File: src/sv/frls_ram.sv
`timescale 1ns / 1ps

module frls_ram #(
  parameter int WIDTH  = 8,
  parameter int DEPTH  = 16,
  parameter int ADDR_W = $clog2(DEPTH)
) (
  input  logic              clk,
  input  logic              wr_en,
  input  logic [ADDR_W-1:0] wr_addr,
  input  logic [WIDTH-1:0]  wr_data,
  input  logic              rd_en,
  input  logic [ADDR_W-1:0] rd_addr,
  output logic [WIDTH-1:0]  rd_data
);

  logic [WIDTH-1:0] mem_r [DEPTH];
  logic [WIDTH-1:0] rd_data_r;

  always_ff @(posedge clk) begin
    if (wr_en) begin
      mem_r[wr_addr] <= wr_data;
    end
    if (rd_en) begin
      rd_data_r <= mem_r[rd_addr];
    end
  end

  assign rd_data = rd_data_r;

endmodule

File: config.mk
export PLATFORM = sky130hd
export DESIGN_NAME = frls_ram
export DESIGN_NICKNAME = d
export VERILOG_FILES = /design/src/sv/frls_ram.sv
export SDC_FILE = /design/constraint.sdc
export NUM_CORES = 1
export LEC_CHECK = 0
export BUFFER_PORTS_ARGS = -buffer_cell sky130_fd_sc_hd__buf_2
export CELL_PAD_IN_SITES_DETAIL_PLACEMENT = 0
export CELL_PAD_IN_SITES_GLOBAL_PLACEMENT = 1
export CORE_UTILIZATION = 25
export CTS_CLUSTER_SIZE = 24
export DETAILED_ROUTE_END_ITERATION = 8
export PLACE_DENSITY = 0.41
export SLEW_MARGIN = 20
export SYNTH_ARGS = -nofsm -noshare
export SYNTH_HDL_FRONTEND = slang
export SYNTH_SLANG_ARGS = --single-unit
File: constraint.sdc
create_clock -name clk -period 2 [get_ports clk]
set_input_delay 0 -clock clk [delete_from_list [all_inputs] [get_ports clk]]
set_output_delay 0 -clock clk [all_outputs]
set_load 0.005 [all_outputs]
==> Yosys cells after proc, flatten, opt, wreduce, memory -nomap -nowiden <==
Memories as Yosys holds them, arrays and structs flattened. A register that Yosys moved wholly into a read port is not among the register bits.
Cells that the tools add are included.
W data, S select, Z words.
{ "totals": {"ff_bits": 0, "mem_bits_rw": 128, "inputBits": 19, "out_inout_bits": 8, "wordCells": 3, "n_memories": 1} }
{ "mem_list": {"columns": ["name", "words", "word_bits", "rd", "rd_ports_with_merged_regs", "write_ports", "line_no", "rtl"], "rows": [
  ["mem_r", 16, 8, 1, 1, 1, "17", "logic [WIDTH-1:0] mem_r [DEPTH];"]
]} }
{ "classes": {"n_mux": 2} }
{ "ops": {"columns": ["cell", "count"], "rows": [
  ["$mux W1", 2]
]} }

==> Longest topological paths before layout <==
Gate-level depths: netlist (run 1).
{ "depth": {"depth_word": 2, "ltp_mapped": 5} }

==> Least setup slack after synthesis (run 1) <==
OpenSTA, ideal clock, no wires.
{ "synth_timing": {"kind": "input port to flip-flop", "startpoint": "input port wr_addr[2]", "endpoint": "memory mem_r[0][0] (enable)", "setup_time_ps": 383, "arrival_ps": 1110, "required_time_ps": 1617, "setup_slack_ps": 507, "stages": 2, "path_buffers": 0, "path_cell_list": "or3b_2 > nor3_1"} }
{ "synth_rtl": {"columns": ["item", "line_no", "rtl"], "rows": [
  ["from (decl)", "10", "input logic [ADDR_W-1:0] wr_addr,"],
  ["to (decl)", "17", null]
]} }
No word-level cell before the write port.

==> results.py, run 1 <==
metrics = {
    "sta": {
        "relSlewSlack": 0.6510,
        "setup_viol": 0,
        "rsz0062_at_grt": "no",
        "fin_crit_ns": 1.552,
        "fin_tns_setup_ns": 0,
        "tightest_slew_ns": 0.5236,
        "fin_skew_ns": 0.004649,
        "max_freq_mhz": 644.4,
        "period_share": 0.7759,
        "hold_viol": 0,
        "slew_violations": 0,
        "finalWorstSetupSlack_ns": 0.4483,
    },
    "placement": {
        "io_buffer_count": 26,
        "dpl_cell_area_sq_um": 5784,
        "dp_slack_ns": 0.3131,
        "detailed_place_hpwl_microns": 7600,
        "gp_congestion": 0.6483,
        "dp.cells": 535,
    },
    "logic_synthesis": {
        "yosysSeqAreaShare": 0.7812,
        "yosys-mux-area-fraction": 0.1479,
        "ys_top_cells_by_count": "136 x edfxtp_1, 18 x mux4_2, 16 x a22oi_1",
        "synthSimpleGateAreaFrac": 0.03135,
        "synth_warnings": 0,
        "yosysTopAreaCell": "edfxtp_1",
        "synth_fa_ha_area_frac": 0,
        "synth_cell_types": 18,
        "synth_area_leaders": "edfxtp_1 78%, mux4_2 7.8%, mux4_1 7.0%",
        "syn_area_sq_um": 5228,
        "yosysTopAreaCellShare": 0.7812,
        "synth_edf_count": 136,
        "ys_ff_latch": 136,
        "avgSynthCellArea_sq_um": 22.83,
        "synth_compound_area_frac": 0.02298,
        "synth_top_family_by_area": "multiplexers",
        "yosys_most_used_dff": "edfxtp_1",
        "synth_nets": 248,
        "async_flop_share": 0,
        "syn_inst": 229,
        "synth-xor-area-share": 0,
        "synth_most_common_cell": "edfxtp_1",
    },
    "cells_and_area": {
        "multi_input_area_sq_um": 1057,
        "antenna_cells": 0,
        "final_cell_count_no_fill": 575,
        "finalNetCount": 311,
        "fin_util": 0.3179,
        "seqCellArea_sq_um": 4084,
        "fill_cells": 1945,
        "fin_area_sq_um": 6474,
        "drive_gt1_frac": 0.3016,
        "area_growth_pct": 23.84,
    },
    "worst_setup_path": {
        "r2r-start": "mem_r[3][7]",
        "rrSetupSlack_ns": 0.45,
        "worstSetupPathType": "reg -> reg",
        "cp.arrival_ns": 1.70,
        "reg2reg_depth": 3,
        "regToRegEndpoint": "rd_data[7]",
        "start_kind": "register",
        "worstSetupEndpointType": "register",
        "required_ns": 2.14,
        "path_max_fanout": 1,
    },
    "global_route": {
        "grt_max_degree": 33,
        "grt_pass1_vias": 2623,
        "overflow": 0,
        "track_usage": 0.1242,
        "grt_first_pass_wirelength_microns": 18000,
        "antenna_found_initial": 0,
    },
    "clock_network": {
        "clk_latency_ns": 0.41,
        "cts_buffers": 17,
        "root_buffer": "clkbuf_16",
        "h-tree-depth": 4,
        "cts.clk_slew.worst_paths_ns": 0.06,
        "tritoncts": "yes",
        "cts_resized": 0,
        "clockBufferDepth": 2,
        "cts_sinks": 136,
    },
    "flow_run": {
        "maxCapViolCount": 0,
    },
    "hold_path": {
        "hold_class": "in -> reg",
        "worstHoldEndpoint": "mem_r[14][2]",
        "min-delay-start": "wr_data[2]",
        "hold_depth": 1,
    },
    "power_and_ir_drop": {
        "p_sw_mw": 1.335,
        "p_seq_frac": 0.478,
        "pwr-share-clk": 0.475,
        "switching_share": 0.1977,
        "power_leakage_nw": 2.156,
        "comb_power_share": 0.047,
        "power.internal_mw": 5.420,
        "p_per_area_nw_per_um2": 1044,
        "irDropWorstVdd_mv": 0.4976,
    },
    "drt": {
        "via_per_inst": 4.205,
        "drc": 0,
        "wl_per_cell_microns": 21.16,
        "routed_wl_microns": 12170,
        "drt_iter0_markers": 176,
        "detail_route.first_pass.iterations": 4,
        "num_vias": 2418,
        "postRouteAntennaNets": 0,
    },
    "status": {
        "status": "complete, no violations",
    },
    "floorplan": {
        "initial_core_util": 0.2567,
        "fp.dieW_microns": 146.6,
        "core_area_sq_um": 20360,
        "dieArea_sq_um": 21490,
        "pin_count": 27,
        "die_y_microns": 146.6,
        "rows": 52,
    },
}
per-layer routing:
metal	track usage	part of all wire	wire length (microns)
met5	0	0	0
met4	0.05156	0.010	127
met3	0.03406	0.025	301
met2	0.1877	0.47	5757
met1	0.1679	0.49	5983
power by group through the flow:
| stage | Sequential (mW) | Clock [mW] | Combinational (mW) |
|---|---|---|---|
| after floorplan | 3.28 | 0 | 0.162 |
| after global placement | 3.29 | 0 | 0.314 |
| after detailed placement | 3.29 | 0 | 0.316 |
| after CTS | 3.23 | 3.28 | 0.328 |
| after global routing | 3.24 | 3.41 | 0.349 |
| final | 3.23 | 3.21 | 0.317 |
repair_timing:
item / 4_1_cts / 5_1_grt
endpoints found under the hold margin: 120 / 0
hold buffers: 8 / 0
buffers inserted: 0 / 0
worst max-delay path, cell delays in order, from the launching register on:
cell and delay [ns]:
edfxtp_1 0.35, mux4_2 0.47, a22oi_1 0.33, nand2_1 0.13
per-stage QoR:
stage,hold WS [ns],power (mW)
after floorplan,0.09887,3.446
after global placement,0.3867,3.605
after detailed placement,0.4032,3.607
after CTS,0.007628,6.844
after global routing,0.006881,6.997
final,0.01979,6.755
flip-flops by register name, summed over array words and instances (netlist names):
register  count
mem_r       128
rd_data       8
cell families after synthesis:
family,after synthesis
flip-flops,136
buffers and inverters,10
multiplexers,32
AO/OA/AOI/OAI,16
AND/OR/NAND/NOR,35
layout by cell type, fill, tap and decap left out:
cell type	synthesis	final
clkinv_1	0	4
dlygate4sd3_1	0	8
buf_4	1	18
edfxtp_1	136	136
nand2_1	9	9
nand3_1	1	1
and2b_1	1	1
mux4_1	14	14
nand3b_1	2	2
buf_2	3	26
clkbuf_1	0	1
inv_6	0	1
a22oi_1	16	16
bufinv_16	0	4
nor2b_1	1	1
or3b_2	1	1
clkinv_2	0	2
nor2_1	13	13
clkinv_4	0	3
and2_1	1	1
clkbuf_16	0	17
nor3_1	4	4
buf_12	0	2
mux4_2	18	18
nand2b_1	2	2
worst max path at each step:
stage / start / end / depth (start not counted)
after floorplan: wr_addr[2] / mem_r[0][0] / 2
final: mem_r[3][7] / rd_data[7] / 3
after global placement: rd_addr[0] / rd_data[7] / 5
after global routing: mem_r[3][7] / rd_data[7] / 3
after detailed placement: rd_addr[0] / rd_data[3] / 5
after CTS: mem_r[3][7] / rd_data[7] / 3
final cells by class:
type,instances,share of cell area
well taps,270,0.05218
clock buffers,18,0.06629
multi-input cells,83,0.1633
flip-flops and latches,136,0.6308
repair buffers,54,0.05953
clock inverters,14,0.02783
Power figures use the tool's default switching activity.
==> inputs of run 2 (changes only) <==
==> constraint.sdc (replaced) <==
create_clock -name clk -period 1.45 [get_ports clk]
set_input_delay 0 -clock clk [delete_from_list [all_inputs] [get_ports clk]]
set_output_delay 0 -clock clk [all_outputs]
set_load 0.005 [all_outputs]
==> run 2 against run 1 <==
Against the previous run: global-route usage up 0.25 points; total power up 39%; final area up 1.6%; critical path depth up 1; cell count up 1.4%; sequential power up 38%; critical endpoint unchanged; die area unchanged; via count up 3.2%; core utilization up 0.50 points; the run now ends with negative setup slack left; routed wire length up 1.5%; non-clock buffer count up 9; highest routed layer unchanged; register-to-register slack worse by 0.45 ns.
==> results.py, run 2 (synthesis results as in run 1) <==
metrics = {
    "power_and_ir_drop": {
        "totalPowerFinal_mw": 9.392,
        "power_leakage_nw": 2.161,
        "p_per_area_nw_per_um2": 1428,
        "comb_power_share": 0.052,
        "power.internal_mw": 7.494,
        "p_seq_frac": 0.474,
        "irDropWorstVdd_mv": 0.7019,
        "switching_share": 0.2021,
        "p_sw_mw": 1.898,
        "pwr-share-clk": 0.474,
    },
    "clock_network": {
        "clk_latency_ns": 0.42,
        "cts_buffers": 17,
        "cts_setup_buffers": 0,
        "tritoncts": "yes",
        "cts.clk_slew.worst_paths_ns": 0.06,
        "h-tree-depth": 4,
        "cts_sinks": 136,
        "root_buffer": "clkbuf_16",
        "clockBufferDepth": 2,
    },
    "global_route": {
        "antenna_found_initial": 0,
        "grt_first_pass_wirelength_microns": 18700,
        "grt_max_degree": 20,
        "track_usage": 0.1268,
        "grt_pass1_vias": 2755,
        "overflow": 0,
    },
    "sta": {
        "setup_viol": 1,
        "tightest_slew_ns": 0.9022,
        "finalWorstSetupSlack_ns": -0.0007493,
        "fin_tns_setup_ns": -0.0007493,
        "period_share": 1.001,
        "fin_skew_ns": 0.007577,
        "relSlewSlack": 0.3963,
        "rsz0062_at_grt": "yes",
        "hold_viol": 0,
        "max_freq_mhz": 689.3,
        "fin_crit_ns": 1.451,
        "slew_violations": 0,
    },
    "worst_setup_path": {
        "crit_slowest_cell": "mux4_2",
        "worstSetupPathType": "reg -> reg",
        "worstPathCellList": "mux4_2, a22oi_2, buf_4, nand2_2",
        "critPathBufInv": 1,
        "required_ns": 1.62,
        "slowest_delay_ns": 0.47,
        "crit_family": "multiplexers",
        "start_kind": "register",
        "path_max_fanout": 1,
        "cp.arrival_ns": 1.62,
        "worstSetupEndpointType": "register",
    },
    "cells_and_area": {
        "area_growth_pct": 25.78,
        "fin_area_sq_um": 6575,
        "final_cell_count_no_fill": 583,
        "largest_reg_flops": 128,
        "finalNetCount": 320,
        "drive_gt1_frac": 0.3802,
        "layout_common_cells": "136 x edfxtp_1, 27 x mux4_2, 26 x buf_2, 24 x buf_4, 17 x clkbuf_16",
        "layout_commonest_cell": "edfxtp_1",
        "top_register": "mem_r",
        "antenna_cells": 0,
    },
    "placement": {
        "dp_slack_ns": -0.2371,
        "gp_congestion": 0.6482,
        "io_buffer_count": 26,
        "detailed_place_hpwl_microns": 8065,
        "dpl_cell_area_sq_um": 5874,
        "dp.cells": 543,
    },
    "floorplan": {
        "die_y_microns": 146.6,
        "rows": 52,
        "initial_core_util": 0.2567,
        "core_area_sq_um": 20360,
        "dieArea_sq_um": 21490,
        "fp.dieW_microns": 146.6,
        "pin_count": 27,
    },
    "drt": {
        "drt_iter0_markers": 201,
        "detail_route.first_pass.iterations": 4,
        "drc": 0,
        "wl_per_cell_microns": 21.19,
        "num_vias": 2495,
        "via_per_inst": 4.280,
        "postRouteAntennaNets": 0,
        "routed_wl_microns": 12360,
    },
    "status": {
        "status": "finished, violations left",
        "violations": "negative setup slack",
    },
    "flow_run": {
        "maxCapViolCount": 0,
    },
    "hold_path": {
        "hold_class": "in -> reg",
    },
}
-- run 2: cell count changes in the layout (fill, tap and decap cells not counted), moves of 2 or more --
cell | previous run | this run
mux4_1 | 14 | 5
mux4_2 | 18 | 27
a22oi_2 | 0 | 7
a22oi_1 | 16 | 9
clkinv_4 | 3 | 1
buf_4 | 18 | 24
clkinvlp_4 | 0 | 3
buf_12 | 2 | 4
-- run 2: cell type report --
cell class              count  area (sq um)
fillers                  1949         13790
flip-flops and latches    136          4084
multi-input cells          83          1066
repair buffers             63         480.5
clock buffers              17         425.4
well taps                 270         337.8
clock inverters            14         181.4
-- run 2: power by group through the flow --
stage | Combinational (mW) | Clock, mW | Sequential (mW)
floorplan | 0.224 | 0 | 4.53
global placement | 0.463 | 0 | 4.53
detailed placement | 0.466 | 0 | 4.53
CTS | 0.502 | 4.56 | 4.45
global route | 0.535 | 4.73 | 4.46
finish | 0.487 | 4.45 | 4.45
-- run 2: metal layers --
metal | global-route usage | vias up | wire length, microns
li1 | - | 1115 | -
met1 | 0.1644 | 1313 | 5838
met2 | 0.2007 | 52 | 5871
met3 | 0.03094 | 15 | 411
met4 | 0.05625 | 0 | 234
met5 | 0 | - | 0
-- run 2: stage by stage --
stage                     utilization  hold WS (ns)
after floorplan                     -       0.09887
after global placement         0.2885        0.3907
after detailed placement       0.2885        0.3952
after CTS                      0.3233        0.1155
after global routing           0.3229        0.1427
final                          0.3229        0.1311
-- run 2: worst paths after layout --
check / endpoint / cells after the start / slack, ns / from
worst min-delay path: mem_r[0][2] / 3 / 0.13 / wr_addr[0]
worst min register to register: rd_data[5] / 3 / 0.74 / mem_r[15][5]
worst max-delay path: rd_data[7] / 4 / -0.0007 / mem_r[2][7]
worst max register to register: rd_data[7] / 4 / -0.0007 / mem_r[2][7]
-- run 2: worst min-delay path, stage by stage --
cell and delay [ns]:
buf_2 0.16, nor3_2 0.08, buf_12 0.14
-- run 2: timing repair --
| item | in CTS | in global routing |
|---|---|---|
| hold buffers | 9 | 0 |
| endpoints found under the setup margin | 7 | 7 |
| gates cloned | 0 | 0 |
| hold endpoints to repair | 134 | 0 |
| pin swaps | 5 | 6 |
| gates resized for setup | 13 | 4 |
